===== src/pgs_pkg.sv =====
// pgs_pkg: shared constants for the position goal supervisor
// request and result codes, status codes, register map, rounding reciprocal
// no dependencies
`default_nettype none

package pgs_pkg;

  localparam int PosW  = 24;
  localparam int ErrW  = 25;
  localparam int MmW   = 15;
  localparam int TolW  = 20;
  localparam int CntW  = 16;
  localparam int CodeW = 3;

  localparam logic [CodeW-1:0] REQ_TICK   = 3'd0;
  localparam logic [CodeW-1:0] REQ_SAMPLE = 3'd1;
  localparam logic [CodeW-1:0] REQ_GOAL   = 3'd2;
  localparam logic [CodeW-1:0] REQ_CANCEL = 3'd3;
  localparam logic [CodeW-1:0] REQ_CMD    = 3'd4;

  localparam logic [CodeW-1:0] KIND_RESP     = 3'd0;
  localparam logic [CodeW-1:0] KIND_CAN_ACK  = 3'd1;
  localparam logic [CodeW-1:0] KIND_FEEDBACK = 3'd2;
  localparam logic [CodeW-1:0] KIND_END      = 3'd3;
  localparam logic [CodeW-1:0] KIND_CMD      = 3'd4;

  localparam logic [CodeW-1:0] RESP_ACCEPT   = 3'd0;
  localparam logic [CodeW-1:0] RESP_RANGE    = 3'd1;
  localparam logic [CodeW-1:0] RESP_BUSY     = 3'd2;
  localparam logic [CodeW-1:0] RESP_NO_FRESH = 3'd3;

  localparam logic [CodeW-1:0] END_SUCCESS  = 3'd0;
  localparam logic [CodeW-1:0] END_INVALID  = 3'd1;
  localparam logic [CodeW-1:0] END_STALE    = 3'd2;
  localparam logic [CodeW-1:0] END_TIMEOUT  = 3'd3;
  localparam logic [CodeW-1:0] END_CANCELED = 3'd4;

  localparam logic [2:0] REG_LOWER    = 3'd0;
  localparam logic [2:0] REG_UPPER    = 3'd1;
  localparam logic [2:0] REG_TOL      = 3'd2;
  localparam logic [2:0] REG_TIMEOUT  = 3'd3;
  localparam logic [2:0] REG_STALE    = 3'd4;
  localparam logic [2:0] REG_FB_PER   = 3'd5;

  localparam logic [PosW-1:0] LOWER_RST   = 24'h800000;
  localparam logic [PosW-1:0] UPPER_RST   = 24'h7FFFFF;
  localparam logic [TolW-1:0] TOL_RST     = 20'd5000;
  localparam logic [CntW-1:0] TIMEOUT_RST = 16'd300;
  localparam logic [CntW-1:0] STALE_RST   = 16'd30;
  localparam logic [CntW-1:0] FB_PER_RST  = 16'd3;
  localparam logic [CntW-1:0] CNT_SAT     = 16'hFFFF;

  // ceil(2^34 / 1000), exact quotient for dividends below 2^24
  localparam int RecipShift = 34;
  localparam logic [24:0] RECIP_1000 = 25'd17179870;
  localparam logic [PosW-1:0] HALF_MM = 24'd500;

endpackage

`default_nettype wire


===== src/position_goal_supervisor.sv =====
// position_goal_supervisor: top level, one goal supervised at a time
// input register, single pass decision logic, result register, apb registers
// depends on pgs_pkg
//
// channel   dir  handshake              contents
// s_*       in   s_tvalid / s_tready    tuser req_type, tdata sample_found, position_in
// m_*       out  m_tvalid / m_tready    tuser res_kind, tdata status .. command_mm
// apb       in   psel, penable, pwrite  six registers at byte address 4*i
//
// one item per cycle unless the result register is full and not being taken; an item
// passes the input register, then one pass of compares, counters and a 24x25 reciprocal
// multiply for millimetre rounding, then the result register
// reset clears goal state, counters to saturated where noted, registers to defaults
// input stalls only while the result register is full and not being taken
`default_nettype none

module position_goal_supervisor (
  input  wire logic                     clk,
  input  wire logic                     rst,
  input  wire logic                     s_tvalid,
  output logic                          s_tready,
  input  wire logic [31:0]              s_tdata,   // sample_found, position_in[24:1]
  input  wire logic [2:0]               s_tuser,   // req_type
  output logic                          m_tvalid,
  input  wire logic                     m_tready,
  output logic [95:0]                   m_tdata,   // status, position_valid, current,
                                                   // target, error, command_mm
  output logic [2:0]                    m_tuser,   // res_kind
  input  wire logic                     psel,
  input  wire logic                     penable,
  input  wire logic                     pwrite,
  input  wire logic [4:0]               paddr,
  input  wire logic [31:0]              pwdata,
  output logic [31:0]                   prdata,
  output logic                          pready
);
  import pgs_pkg::*;

  // configuration registers
  logic signed [PosW-1:0] goal_floor, goal_ceiling;
  logic [TolW-1:0]        settle_band;
  logic [CntW-1:0]        goal_timeout_ticks, stale_limit_ticks, feedback_period_ticks;
  logic                   cfg_wr;
  logic [2:0]             cfg_idx;

  assign pready  = 1'b1;
  assign cfg_idx = paddr[4:2];
  assign cfg_wr  = psel && penable && pwrite && pready;

  always_ff @(posedge clk) begin
    if (rst) begin
      goal_floor            <= LOWER_RST;
      goal_ceiling          <= UPPER_RST;
      settle_band           <= TOL_RST;
      goal_timeout_ticks    <= TIMEOUT_RST;
      stale_limit_ticks     <= STALE_RST;
      feedback_period_ticks <= FB_PER_RST;
    end else if (cfg_wr) begin
      case (cfg_idx)
        REG_LOWER:   goal_floor            <= pwdata[PosW-1:0];
        REG_UPPER:   goal_ceiling          <= pwdata[PosW-1:0];
        REG_TOL:     settle_band           <= pwdata[TolW-1:0];
        REG_TIMEOUT: goal_timeout_ticks    <= pwdata[CntW-1:0];
        REG_STALE:   stale_limit_ticks     <= pwdata[CntW-1:0];
        REG_FB_PER:  feedback_period_ticks <= pwdata[CntW-1:0];
        default: ;
      endcase
    end
  end

  always_comb begin
    case (cfg_idx)
      REG_LOWER:   prdata = {8'd0, goal_floor};
      REG_UPPER:   prdata = {8'd0, goal_ceiling};
      REG_TOL:     prdata = {12'd0, settle_band};
      REG_TIMEOUT: prdata = {16'd0, goal_timeout_ticks};
      REG_STALE:   prdata = {16'd0, stale_limit_ticks};
      REG_FB_PER:  prdata = {16'd0, feedback_period_ticks};
      default:     prdata = 32'd0;
    endcase
  end

  // input register
  logic                   in_v;
  logic [CodeW-1:0]       in_req;
  logic                   in_found;
  logic signed [PosW-1:0] in_pos;
  logic                   adv, go;

  assign adv      = !m_tvalid || m_tready;
  assign go       = in_v && adv;
  assign s_tready = !in_v || adv;

  always_ff @(posedge clk) begin
    if (rst) begin
      in_v <= 1'b0;
    end else if (s_tready) begin
      in_v <= s_tvalid;
    end
  end

  always_ff @(posedge clk) begin
    if (s_tready && s_tvalid) begin
      in_req   <= s_tuser;
      in_found <= s_tdata[0];
      in_pos   <= s_tdata[PosW:1];
    end
  end

  // supervisor state
  logic                   goal_active, goal_active_next;
  logic signed [PosW-1:0] goal_target, goal_target_next;
  logic signed [PosW-1:0] measured_position, measured_position_next;
  logic                   measured_valid, measured_valid_next;
  logic [CntW-1:0]        sample_age, sample_age_next;
  logic [CntW-1:0]        goal_elapsed, goal_elapsed_next;
  logic [CntW-1:0]        since_feedback, since_feedback_next;
  logic                   cancel_pending, cancel_pending_next;
  logic signed [PosW-1:0] held_command, held_command_next;
  logic                   command_defined, command_defined_next;

  // millimetre rounding of the held command
  logic [PosW-1:0]  cmd_mag, cmd_rnd;
  logic [48:0]      cmd_prod;
  logic [MmW-1:0]   cmd_q, cmd_mm;

  assign cmd_mag  = held_command[PosW-1] ? (~held_command + 1'b1) : held_command;
  assign cmd_rnd  = cmd_mag + HALF_MM;
  assign cmd_prod = cmd_rnd * RECIP_1000;
  assign cmd_q    = cmd_prod[RecipShift +: MmW];
  assign cmd_mm   = held_command[PosW-1] ? (~cmd_q + 1'b1) : cmd_q;

  // tick arithmetic
  logic [CntW-1:0]        age_inc, elapsed_inc, sf_inc;
  logic signed [ErrW-1:0] diff;
  logic [ErrW-1:0]        diff_mag;
  logic                   in_band, stale_now;

  assign age_inc     = (sample_age == CNT_SAT) ? CNT_SAT : sample_age + 1'b1;
  assign elapsed_inc = (goal_elapsed == CNT_SAT) ? CNT_SAT : goal_elapsed + 1'b1;
  assign sf_inc      = (since_feedback == CNT_SAT) ? CNT_SAT : since_feedback + 1'b1;
  assign diff        = {goal_target[PosW-1], goal_target}
                     - {measured_position[PosW-1], measured_position};
  assign diff_mag    = diff[ErrW-1] ? (~diff + 1'b1) : diff;
  assign in_band     = diff_mag <= {{(ErrW-TolW){1'b0}}, settle_band};
  assign stale_now   = sample_age > stale_limit_ticks;

  // result fields
  logic                   res_load;
  logic [CodeW-1:0]       kind_next, status_next;
  logic                   pv_next;
  logic signed [PosW-1:0] cur_next, tgt_next;
  logic signed [ErrW-1:0] err_next;
  logic [MmW-1:0]         mm_next;
  logic                   fin, fin_keep;
  logic [CodeW-1:0]       fin_status;

  always_comb begin
    goal_active_next       = goal_active;
    goal_target_next       = goal_target;
    measured_position_next = measured_position;
    measured_valid_next    = measured_valid;
    sample_age_next        = sample_age;
    goal_elapsed_next      = goal_elapsed;
    since_feedback_next    = since_feedback;
    cancel_pending_next    = cancel_pending;
    held_command_next      = held_command;
    command_defined_next   = command_defined;
    res_load    = 1'b0;
    kind_next   = KIND_RESP;
    status_next = RESP_ACCEPT;
    pv_next     = 1'b0;
    cur_next    = '0;
    tgt_next    = '0;
    err_next    = '0;
    mm_next     = '0;
    fin         = 1'b0;
    fin_keep    = 1'b1;
    fin_status  = END_SUCCESS;

    if (go) begin
      case (in_req)
        REQ_TICK: begin
          sample_age_next = age_inc;
          if (goal_active) begin
            goal_elapsed_next   = elapsed_inc;
            since_feedback_next = sf_inc;
            if (!measured_valid) begin
              fin = 1'b1; fin_keep = 1'b0; fin_status = END_INVALID;
            end else if (age_inc > stale_limit_ticks) begin
              fin = 1'b1; fin_status = END_STALE;
            end else if (elapsed_inc > goal_timeout_ticks) begin
              fin = 1'b1; fin_status = END_TIMEOUT;
            end else if (cancel_pending) begin
              fin = 1'b1; fin_status = END_CANCELED;
            end else if (in_band) begin
              fin = 1'b1; fin_status = END_SUCCESS;
            end else begin
              held_command_next    = goal_target;
              command_defined_next = 1'b1;
              if (sf_inc >= feedback_period_ticks) begin
                since_feedback_next = '0;
                res_load  = 1'b1;
                kind_next = KIND_FEEDBACK;
                pv_next   = 1'b1;
                cur_next  = measured_position;
                tgt_next  = goal_target;
                err_next  = diff;
              end
            end
          end
        end
        REQ_SAMPLE: begin
          if (in_found) begin
            measured_position_next = in_pos;
            measured_valid_next    = 1'b1;
            sample_age_next        = '0;
          end else begin
            measured_position_next = '0;
            measured_valid_next    = 1'b0;
          end
        end
        REQ_GOAL: begin
          res_load  = 1'b1;
          kind_next = KIND_RESP;
          tgt_next  = in_pos;
          if (in_pos < goal_floor || in_pos > goal_ceiling) begin
            status_next = RESP_RANGE;
          end else if (goal_active) begin
            status_next = RESP_BUSY;
          end else if (!measured_valid || stale_now) begin
            status_next = RESP_NO_FRESH;
          end else begin
            status_next         = RESP_ACCEPT;
            goal_active_next    = 1'b1;
            goal_target_next    = in_pos;
            goal_elapsed_next   = '0;
            since_feedback_next = CNT_SAT;
            cancel_pending_next = 1'b0;
          end
        end
        REQ_CANCEL: begin
          if (goal_active) begin
            cancel_pending_next = 1'b1;
          end
          res_load  = 1'b1;
          kind_next = KIND_CAN_ACK;
        end
        REQ_CMD: begin
          if (command_defined) begin
            res_load  = 1'b1;
            kind_next = KIND_CMD;
            mm_next   = cmd_mm;
          end
        end
        default: ;
      endcase

      if (fin) begin
        goal_active_next    = 1'b0;
        cancel_pending_next = 1'b0;
        res_load    = 1'b1;
        kind_next   = KIND_END;
        status_next = fin_status;
        tgt_next    = goal_target;
        if (fin_keep) begin
          held_command_next    = measured_position;
          command_defined_next = 1'b1;
          pv_next              = 1'b1;
          cur_next             = measured_position;
        end else begin
          held_command_next    = '0;
          command_defined_next = 1'b0;
        end
      end
    end
  end

  always_ff @(posedge clk) begin
    if (rst) begin
      goal_active       <= 1'b0;
      goal_target       <= '0;
      measured_position <= '0;
      measured_valid    <= 1'b0;
      sample_age        <= CNT_SAT;
      goal_elapsed      <= '0;
      since_feedback    <= CNT_SAT;
      cancel_pending    <= 1'b0;
      held_command      <= '0;
      command_defined   <= 1'b0;
    end else begin
      goal_active       <= goal_active_next;
      goal_target       <= goal_target_next;
      measured_position <= measured_position_next;
      measured_valid    <= measured_valid_next;
      sample_age        <= sample_age_next;
      goal_elapsed      <= goal_elapsed_next;
      since_feedback    <= since_feedback_next;
      cancel_pending    <= cancel_pending_next;
      held_command      <= held_command_next;
      command_defined   <= command_defined_next;
    end
  end

  // result register
  always_ff @(posedge clk) begin
    if (rst) begin
      m_tvalid <= 1'b0;
    end else if (res_load) begin
      m_tvalid <= 1'b1;
    end else if (m_tready) begin
      m_tvalid <= 1'b0;
    end
  end

  always_ff @(posedge clk) begin
    if (res_load) begin
      m_tuser <= kind_next;
      m_tdata <= {4'd0, mm_next, err_next, tgt_next, cur_next, pv_next, status_next};
    end
  end

  // checks
  a_stall_only_when_full: assert property (@(posedge clk) disable iff (rst)
    !s_tready |-> m_tvalid)
    else $error("input stalled with empty result register");

  a_end_clears_goal: assert property (@(posedge clk) disable iff (rst)
    (res_load && kind_next == KIND_END) |=> !goal_active && !cancel_pending)
    else $error("goal still active after goal end");

  a_feedback_needs_goal: assert property (@(posedge clk) disable iff (rst)
    (res_load && kind_next == KIND_FEEDBACK) |-> goal_active && measured_valid)
    else $error("feedback without active goal and valid sample");

  a_cancel_needs_goal: assert property (@(posedge clk) disable iff (rst)
    cancel_pending |-> goal_active)
    else $error("cancel pending without active goal");

  a_no_command_is_zero: assert property (@(posedge clk) disable iff (rst)
    !command_defined |-> held_command == '0)
    else $error("undefined command holds a value");

endmodule

`default_nettype wire


===== config.mk =====
export PLATFORM = sky130hd
export DESIGN_NAME = position_goal_supervisor
export DESIGN_NICKNAME = d
export VERILOG_FILES = /design/src/pgs_pkg.sv /design/src/position_goal_supervisor.sv
export SDC_FILE = /design/constraint.sdc
export NUM_CORES = 1
export LEC_CHECK = 0
export BUFFER_PORTS_ARGS = -buffer_cell sky130_fd_sc_hd__buf_2
export CORE_MARGIN = 2
export CORE_UTILIZATION = 63
export DETAILED_ROUTE_END_ITERATION = 8
export PLACE_DENSITY = 0.83
export SLEW_MARGIN = 20
export SYNTH_ARGS = -nofsm -noshare
export SYNTH_HDL_FRONTEND = slang
export SYNTH_SLANG_ARGS = --single-unit
export TNS_END_PERCENT = 50

===== constraint.sdc =====
create_clock -name clk -period 13.23 [get_ports clk]
set_clock_uncertainty 0.05 [all_clocks]
set_input_delay 1.323 -clock clk [delete_from_list [all_inputs] [get_ports clk]]
set_output_delay 1.323 -clock clk [all_outputs]
set_load 0.01 [all_outputs]

==> Word-level counts from Yosys, hierarchy flattened <==
Index checks and enable logic that the tools add are counted.
{ "totals": {"regBits": 365, "inputBits": 79} }
{ "op_classes": {"magnitude_cmp": 7, "addsub": 8, "muxes": 124, "bitwise": 10, "mul": 1, "eq_ne": 26, "reduce_logical": 38} }
{ "ops": {"columns": ["operator", "count"], "rows": [
  ["$mux 24", 29],
  ["$mux 16", 18],
  ["$pmux 24 s6", 1],
  ["$pmux 16 s2", 3],
  ["$add 16x1->16 const B", 3],
  ["$eq 16x16->1 const B", 3],
  ["$gt 16x16->1", 3],
  ["$mul 24x24->48 const B", 1],
  ["$pmux 24 s2", 1],
  ["$mux 1", 47],
  ["$add 25x1->25 const B", 1],
  ["$le 25x20->1", 1],
  ["$mux 25", 1],
  ["$not 25->25", 1],
  ["$sub 24x24->25", 1],
  ["$add 24x1->24 const B", 1],
  ["$add 24x9->24 const B", 1],
  ["$gt 24x24->1", 1],
  ["$lt 24x24->1", 1],
  ["$mux 2", 12],
  ["$mux 3", 8],
  ["$not 24->24", 1],
  ["$ge 16x16->1", 1],
  ["$add 15x1->15 const B", 1],
  ["other kinds (25)", 73]
]} }

==> Depth between registers and ports, before layout <==
Gate-level depths: netlist of the first run.
{ "logic_depth": {"word_depth": 16, "ltp_mapped": 42} }

==> Worst setup path before layout of the first run <==
No wires, ideal clock.
{ "synth_timing": {"path_type": "register to register", "from": "register held_command[0]", "to": "register m_tdata[88] (data pin)", "path_buffers": 1, "required_ns": 12.914, "period_less_slack_ns": 10.359, "stages_incl_launch_ff": 37, "setup_ns": 0.266, "slack_ns": 2.871, "arrival_ns": 10.043, "path_cell_list": "dfxtp_1 inv_1 ha_1 nor4b_2 nand3_1 o41ai_1 xor2_1 or4_4 buf_6 or3_2 xnor2_1 inv_1 fa_1 inv_1 fa_1 inv_1 ha_1 inv_1 fa_1 inv_1 fa_1 fa_1 inv_1 fa_1 inv_1 ha_1 a21oi_1 nor3b_1 o221ai_1 a211o_1 a22oi_1 mux2i_1 nand3b_1 or4b_2 o31ai_1 xor2_1 nor2_1"} }
{ "synth_between": {"elab_chain_len": 8} }
{ "synth_lines": {"columns": ["item", "line", "text"], "rows": [
  ["from (decl)", "position_goal_supervisor.sv:119", "logic signed [PosW-1:0] held_command, held_command_next;"],
  ["from (signal assigned)", "position_goal_supervisor.sv:300", "held_command <= held_command_next;"],
  ["$not 24->24", "position_goal_supervisor.sv:127", "assign cmd_mag = held_command[PosW-1] ? (~held_command + 1'b1) : held_command;"],
  ["$add 24x1->24", "position_goal_supervisor.sv:127", null],
  ["$mux 24 *", "position_goal_supervisor.sv:127", null],
  ["$add 24x9->24 *", "position_goal_supervisor.sv:128", "assign cmd_rnd = cmd_mag + HALF_MM;"],
  ["$mul 24x24->48 *", "position_goal_supervisor.sv:129", "assign cmd_prod = cmd_rnd * RECIP_1000;"],
  ["$not 15->15", "position_goal_supervisor.sv:131", "assign cmd_mm = held_command[PosW-1] ? (~cmd_q + 1'b1) : cmd_q;"],
  ["$add 15x1->15", "position_goal_supervisor.sv:131", null],
  ["$mux 15 *", "position_goal_supervisor.sv:131", null],
  ["to (signal assigned)", "position_goal_supervisor.sv:319", "m_tdata <= {4'd0, mm_next, err_next, tgt_next, cur_next, pv_next, status_next};"],
  ["to (decl)", "position_goal_supervisor.sv:26", "output logic [95:0] m_tdata,"]
]} }
Mark *: on every way between the ends. The rest lies on a longest branch, timed or not.
A chain may end at the register's enable or synchronous reset.

==> Worst setup path after layout of the first run <==
Same ends and word-level chain as after synthesis.

==> results.json, run 1 <==
{
  "ys_ff_latch": 365,
  "route.vias.total": 27100,
  "arrival_ps": 12080,
  "numCtsBuffers": 39,
  "cts_resized": 0,
  "drc": 0,
  "syn_to_final_growth_pct": 8.33,
  "htreeDepth": 2,
  "wl_per_cell_um": 20.3,
  "most-common-layout-cells": "537 x inv_1, 413 x ha_1, 371 x nand2_1",
  "synth_edf_count": 123,
  "startpoint": "held_command[0]",
  "grt_max_degree": 102,
  "finalHoldWorstSlack_ps": 423,
  "whs_endpoint": "settle_band[1]",
  "crit_type": "register to register",
  "fp-row-count": 82,
  "antenna_found_initial": 0,
  "rr_endpoint": "m_tdata[88]",
  "min_path_cells": 2,
  "critical_path.most_common_cell": "inv_1",
  "r2r_slack_ps": 1380,
  "rr_worst_depth": 35,
  "synth_cell_types": 109,
  "fin_cells": 4416,
  "setup_tns_ps": 0,
  "cp.required_ps": 13460,
  "critPathMaxFanout": 10,
  "slew_headroom_pct": 24.5,
  "rsz0062_at_grt": "false",
  "hold_viol": 0,
  "synthTopCellsByArea": "ha_1 16%, dfxtp_1 15%, edfxtp_1 12%, fa_1 11%, inv_1 6.4%",
  "final_antenna_net_count": 0,
  "placed_cells": 4347,
  "end_kind": "register",
  "slowest_delay_ps": 790,
  "ys_warn_count": 0,
  "fin_nets": 4378,
  "grt_pass1_wl_mm": 142,
  "wl_mm": 89.6,
  "netlist_area_um2": 31700,
  "setup_viol": 0,
  "slowest_stage": "or4b_2",
  "tightest_slew_ps": 1130,
  "via_per_inst": 6.13,
  "cts_tree": "yes",
  "grt_use_total_pct": 34.1,
  "drt_iter0_drc": 2653,
  "clock_latency_ps": 580,
  "cts_hold_buf": 0,
  "cts_setup_buffers": 0,
  "portBuffers": 182,
  "final_common_cell": "inv_1",
  "r2r-start": "held_command[0]",
  "placed_area_um2": 33100,
  "p_total_mw": 2.57,
  "hold_class": "register to register",
  "die_x_um": 228,
  "synth_area_leader_cell": "ha_1",
  "final_area_um2": 34300,
  "netlist_instances": 3618,
  "gr-usage-met1_pct": 46.4,
  "die_y_um": 228,
  "use_met3_pct": 5.50,
  "crit_path_start_kind": "register",
  "power.leakage_nw": 16.0,
  "cap_violations": 0,
  "synthArstFlopShare_pct": 0,
  "dp_hpwl_mm": 68.4,
  "period_share_pct": 89.6,
  "root_buffer": "clkbuf_16",
  "grt-busiest-layer": "met2",
  "pin_count": 213,
  "clk_pin_slew_ps": 60,
  "drive_above_1_share_pct": 9.51,
  "core_area_um2": 50000,
  "avgSynthCellArea_um2": 8.76,
  "grt_overflow": 0,
  "ir_drop_mv": 0.0978,
  "finalCriticalPeriod_ps": 11850,
  "drt-pass1-iter-count": 6,
  "grt_pass1_vias": 26200,
  "ys_seq_area_share_pct": 26.9,
  "grt_util_met2_pct": 53.1,
  "gp_congestion": 0.956,
  "max_freq_ghz": 0.0844,
  "maxSlewViolCount": 0,
  "start_util_pct": 63.5,
  "antenna_cells": 0,
  "synth_top_area_share_pct": 16.3,
  "clock-sinks": 365,
  "outcome": "completed",
  "die_area_um2": 52100,
  "ys.flop_type": "dfxtp_1",
  "powerDensity_nw_per_um2": 74.8,
  "min_from": "settle_band[1]",
  "clockBufferDepth": 3
}
## synth_stat cells, types with 12 or more instances
| cell type | n |
|---|---|
| a211oi_1 | 30 |
| a21o_1 | 44 |
| a21oi_1 | 240 |
| a221o_1 | 17 |
| a221oi_1 | 33 |
| a22o_1 | 29 |
| a22oi_1 | 53 |
| a31oi_1 | 27 |
| and2_1 | 48 |
| and3_1 | 33 |
| buf_2 | 16 |
| buf_4 | 16 |
| clkbuf_1 | 133 |
| dfxtp_1 | 242 |
| edfxtp_1 | 123 |
| fa_1 | 170 |
| ha_1 | 413 |
| inv_1 | 538 |
| mux2i_1 | 38 |
| nand2_1 | 372 |
| nand2b_1 | 24 |
| nand3_1 | 101 |
| nand4_1 | 41 |
| nor2_1 | 202 |
| nor2b_1 | 26 |
| nor3_1 | 36 |
| nor4_1 | 23 |
| o211ai_1 | 50 |
| o21a_1 | 28 |
| o21ai_0 | 103 |
| o21bai_1 | 12 |
| o31ai_1 | 15 |
| or2_2 | 14 |
| or3_1 | 15 |
| xnor2_1 | 72 |
| xor2_1 | 50 |
## cell families after synthesis
logic type | share of synthesized area [%]
compound gates | 17.1
xor+xnor | 3.60
fa+ha+maj | 27.1
buf+inv | 8.72
flops | 26.9
mux | 1.27
other cells | 0.0237
simple gates | 15.3
## worst max-delay path, delay by kind of cell, from the launching register on
family / cells / cell delay [ps]
and+or+nand+nor: 8 / 3180
buffers and inverters: 8 / 790
xor gates and xnor gates: 3 / 940
AOI/OAI and AO/OA: 6 / 1810
DFF: 1 / 300
muxes: 1 / 460
adders and majority gates: 9 / 4040
## worst max-delay path by stage
stage / endpoint / slack (ps) / cells past startpoint
6_report: m_tdata[88] / 1380 / 35
5_1_grt: m_tdata[88] / 910 / 35
4_1_cts: m_tdata[88] / 1490 / 35
3_5_place_dp: m_tdata[88] / 1510 / 35
3_3_place_gp: m_tdata[88] / 1690 / 35
2_1_floorplan: m_tdata[88] / 2870 / 36
## metrics by stage
stage               setup slack [ps]  utilization (%)
floorplan                       2870                -
detailed placement              1510             66.2
finish                          1380             68.7
CTS                             1490             68.7
global route                     914             68.7
global placement                1690             66.2
## flip-flops by register name, summed over array words and instances, names as in the netlist, 16 cells and up
name	count
measured_position	24
sample_age	16
goal_ceiling	24
goal_elapsed	16
feedback_period_ticks	16
held_command	24
since_feedback	16
m_tdata	92
settle_band	20
goal_timeout_ticks	16
goal_target	24
stale_limit_ticks	16
in_pos	24
goal_floor	24
## power breakdown
group          switching [mW]  internal (mW)  total [mW]
combinational           0.185          0.110       0.295
clock                   0.469          0.610        1.08
sequential             0.0228           1.17        1.19
total                   0.677           1.89        2.57
## final cells by class
cell class | count | area, µm²
tap | 672 | 841
clock buffer | 57 | 1160
multi-input combinational | 2555 | 20500
clock inverter | 12 | 88.8
timing repair buffer | 217 | 1180
sequential | 365 | 8540
inverter | 538 | 2020
fill | 3887 | 15600
## per-layer routing
| layer | up-vias | routed length [µm] |
|---|---|---|
| met4 | 0 | 4890 |
| met5 | - | 0 |
| li1 | 12700 | - |
| met2 | 1350 | 39800 |
| met3 | 257 | 8830 |
| met1 | 12800 | 36100 |
Power figures use the tool's default switching activity.
==> run 2: changes to the inputs <==
--- a/config.mk
+++ b/config.mk
@@ -9,8 +9,7 @@
 export CORE_MARGIN = 2
 export CORE_UTILIZATION = 63
 export DETAILED_ROUTE_END_ITERATION = 8
-export PLACE_DENSITY = 0.83
-export SLEW_MARGIN = 20
+export PLACE_DENSITY_LB_ADDON = 0.15
 export SYNTH_ARGS = -nofsm -noshare
 export SYNTH_HDL_FRONTEND = slang
 export SYNTH_SLANG_ARGS = --single-unit
==> run 2 against run 1 <==
- global-route usage increased by 3.3 points
- sequential share of layout area decreased by 0.11 points
- clock power increased by 4%
- combinational power increased by 1%
- largest power group unchanged
- cell count increased by 0.18%
- worst hold slack about the same
- largest cell class unchanged
- die area unchanged
- sequential power about the same
- total power increased by 2.0%
==> results.json, run 2 (same netlist as run 1, synthesis figures left out) <==
{
  "outcome": "completed",
  "arrival_ps": 12220,
  "finalCriticalPeriod_ps": 11950,
  "clk_pin_slew_ps": 60,
  "root_buffer": "clkbuf_16",
  "max_freq_ghz": 0.0837,
  "power.leakage_nw": 16.1,
  "via_per_inst": 6.28,
  "period_share_pct": 90.3,
  "fin_nets": 4386,
  "end_kind": "register",
  "drc": 0,
  "grt_max_degree": 102,
  "core_area_um2": 50000,
  "pin_count": 213,
  "tightest_slew_ps": 1320,
  "setup_tns_ps": 0,
  "rr_worst_depth": 34,
  "die_area_um2": 52100,
  "cts_setup_buffers": 0,
  "drt_iter0_drc": 2934,
  "wl_per_cell_um": 22.4,
  "most-common-layout-cells": "537 x inv_1, 413 x ha_1, 371 x nand2_1",
  "htreeDepth": 2,
  "min_from": "goal_timeout_ticks[4]",
  "final_common_cell": "inv_1",
  "route.vias.total": 27800,
  "whs_endpoint": "goal_timeout_ticks[4]",
  "r2r_slack_ps": 1280,
  "place_ws_ps": 1500,
  "die_x_um": 228,
  "fp-row-count": 82,
  "final_antenna_net_count": 0,
  "fin_ws_ps": 1280,
  "antenna_cells": 0,
  "slowest_stage": "or4b_2",
  "slew_headroom_pct": 11.3,
  "crit_type": "register to register",
  "rsz0062_at_grt": "false",
  "r2r-start": "held_command[0]",
  "crit_path_start_kind": "register",
  "cp.required_ps": 13500,
  "die_y_um": 228,
  "grt_pass1_wl_mm": 152,
  "maxSlewViolCount": 0,
  "gp_congestion": 1.09,
  "wl_mm": 99.0,
  "grt_pass1_vias": 27300,
  "largest_register_ffs": 92,
  "clockBufferDepth": 3,
  "critPathMaxFanout": 10,
  "top_register": "m_tdata",
  "ir_drop_mv": 0.0995,
  "hold_class": "register to register",
  "cts_hold_buf": 0,
  "cap_violations": 0,
  "drt-pass1-iter-count": 6,
  "syn_to_final_growth_pct": 8.81,
  "portBuffers": 182,
  "clock_latency_ps": 590,
  "powerDensity_nw_per_um2": 75.9,
  "grt_overflow": 0,
  "setup_viol": 0,
  "cts_tree": "yes",
  "clock-sinks": 365,
  "dp_hpwl_mm": 76.9,
  "drive_above_1_share_pct": 9.89,
  "slowest_delay_ps": 770,
  "start_util_pct": 63.5,
  "rr_endpoint": "m_tdata[88]",
  "grt_use_total_pct": 37.4,
  "hold_viol": 0,
  "antenna_found_initial": 1,
  "min_path_cells": 2,
  "numCtsBuffers": 39,
  "cts_resized": 0
}
==> run 2: area by class of cell <==
type / instances / area, µm²
multi-input cells: 2555 / 20500
inverters: 538 / 2020
fillers: 4042 / 15500
clock inverters: 23 / 278
well taps: 672 / 841
repair buffers: 225 / 1240
clock buffers: 46 / 1030
flip-flops and latches: 365 / 8540
==> run 2: per-stage QoR <==
| step | total power [mW] | cells | hold WS (ps) | utilization (%) | instance area [µm²] |
|---|---|---|---|---|---|
| 3_3_place_gp | 1.50 | 4355 | 410 | 66.4 | 33200 |
| 6_report | 2.62 | 4424 | 423 | 69.0 | 34500 |
| 3_5_place_dp | 1.51 | 4355 | 412 | 66.4 | 33200 |
| 2_1_floorplan | 1.41 | 3629 | 399 | - | 31700 |
| 4_1_cts | 2.62 | 4424 | 421 | 69.0 | 34500 |
| 5_1_grt | 2.70 | 4424 | 436 | 69.0 | 34500 |
==> run 2: worst max-delay path by stage <==
| stage | cells past startpoint | to | slack, ps | startpoint |
|---|---|---|---|---|
| 3_3_place_gp | 34 | m_tdata[88] | 1760 | held_command[0] |
| 2_1_floorplan | 36 | m_tdata[88] | 2870 | held_command[0] |
| 3_5_place_dp | 34 | m_tdata[88] | 1500 | held_command[0] |
| 5_1_grt | 34 | m_tdata[88] | 710 | held_command[0] |
| 6_report | 34 | m_tdata[88] | 1280 | held_command[0] |
| 4_1_cts | 34 | m_tdata[88] | 1470 | held_command[0] |
==> run 2: where the power goes <==
part,internal [mW],switching [mW],leakage [nW]
sequential,1.17,0.0256,3.11
clock,0.630,0.494,0.625
combinational,0.111,0.188,12.3
==> run 2: routing by layer <==
metal	track usage [%]	share of wire (%)	vias up
met5	0	0	-
met4	25.3	7.7	0
met3	5.01	8.4	322
met2	61.8	47	1355
met1	45.8	37	13400
li1	-	-	12700
==> run 2: worst max-delay path, delay by kind of cell (launching register included) <==
| kind | cells | cell delay (ps) |
|---|---|---|
| DFF | 1 | 310 |
| adders and majority gates | 9 | 3890 |
| muxes | 1 | 470 |
| AOI/OAI and AO/OA | 9 | 2710 |
| xor gates and xnor gates | 3 | 910 |
| buffers and inverters | 5 | 330 |
| and+or+nand+nor | 7 | 3020 |
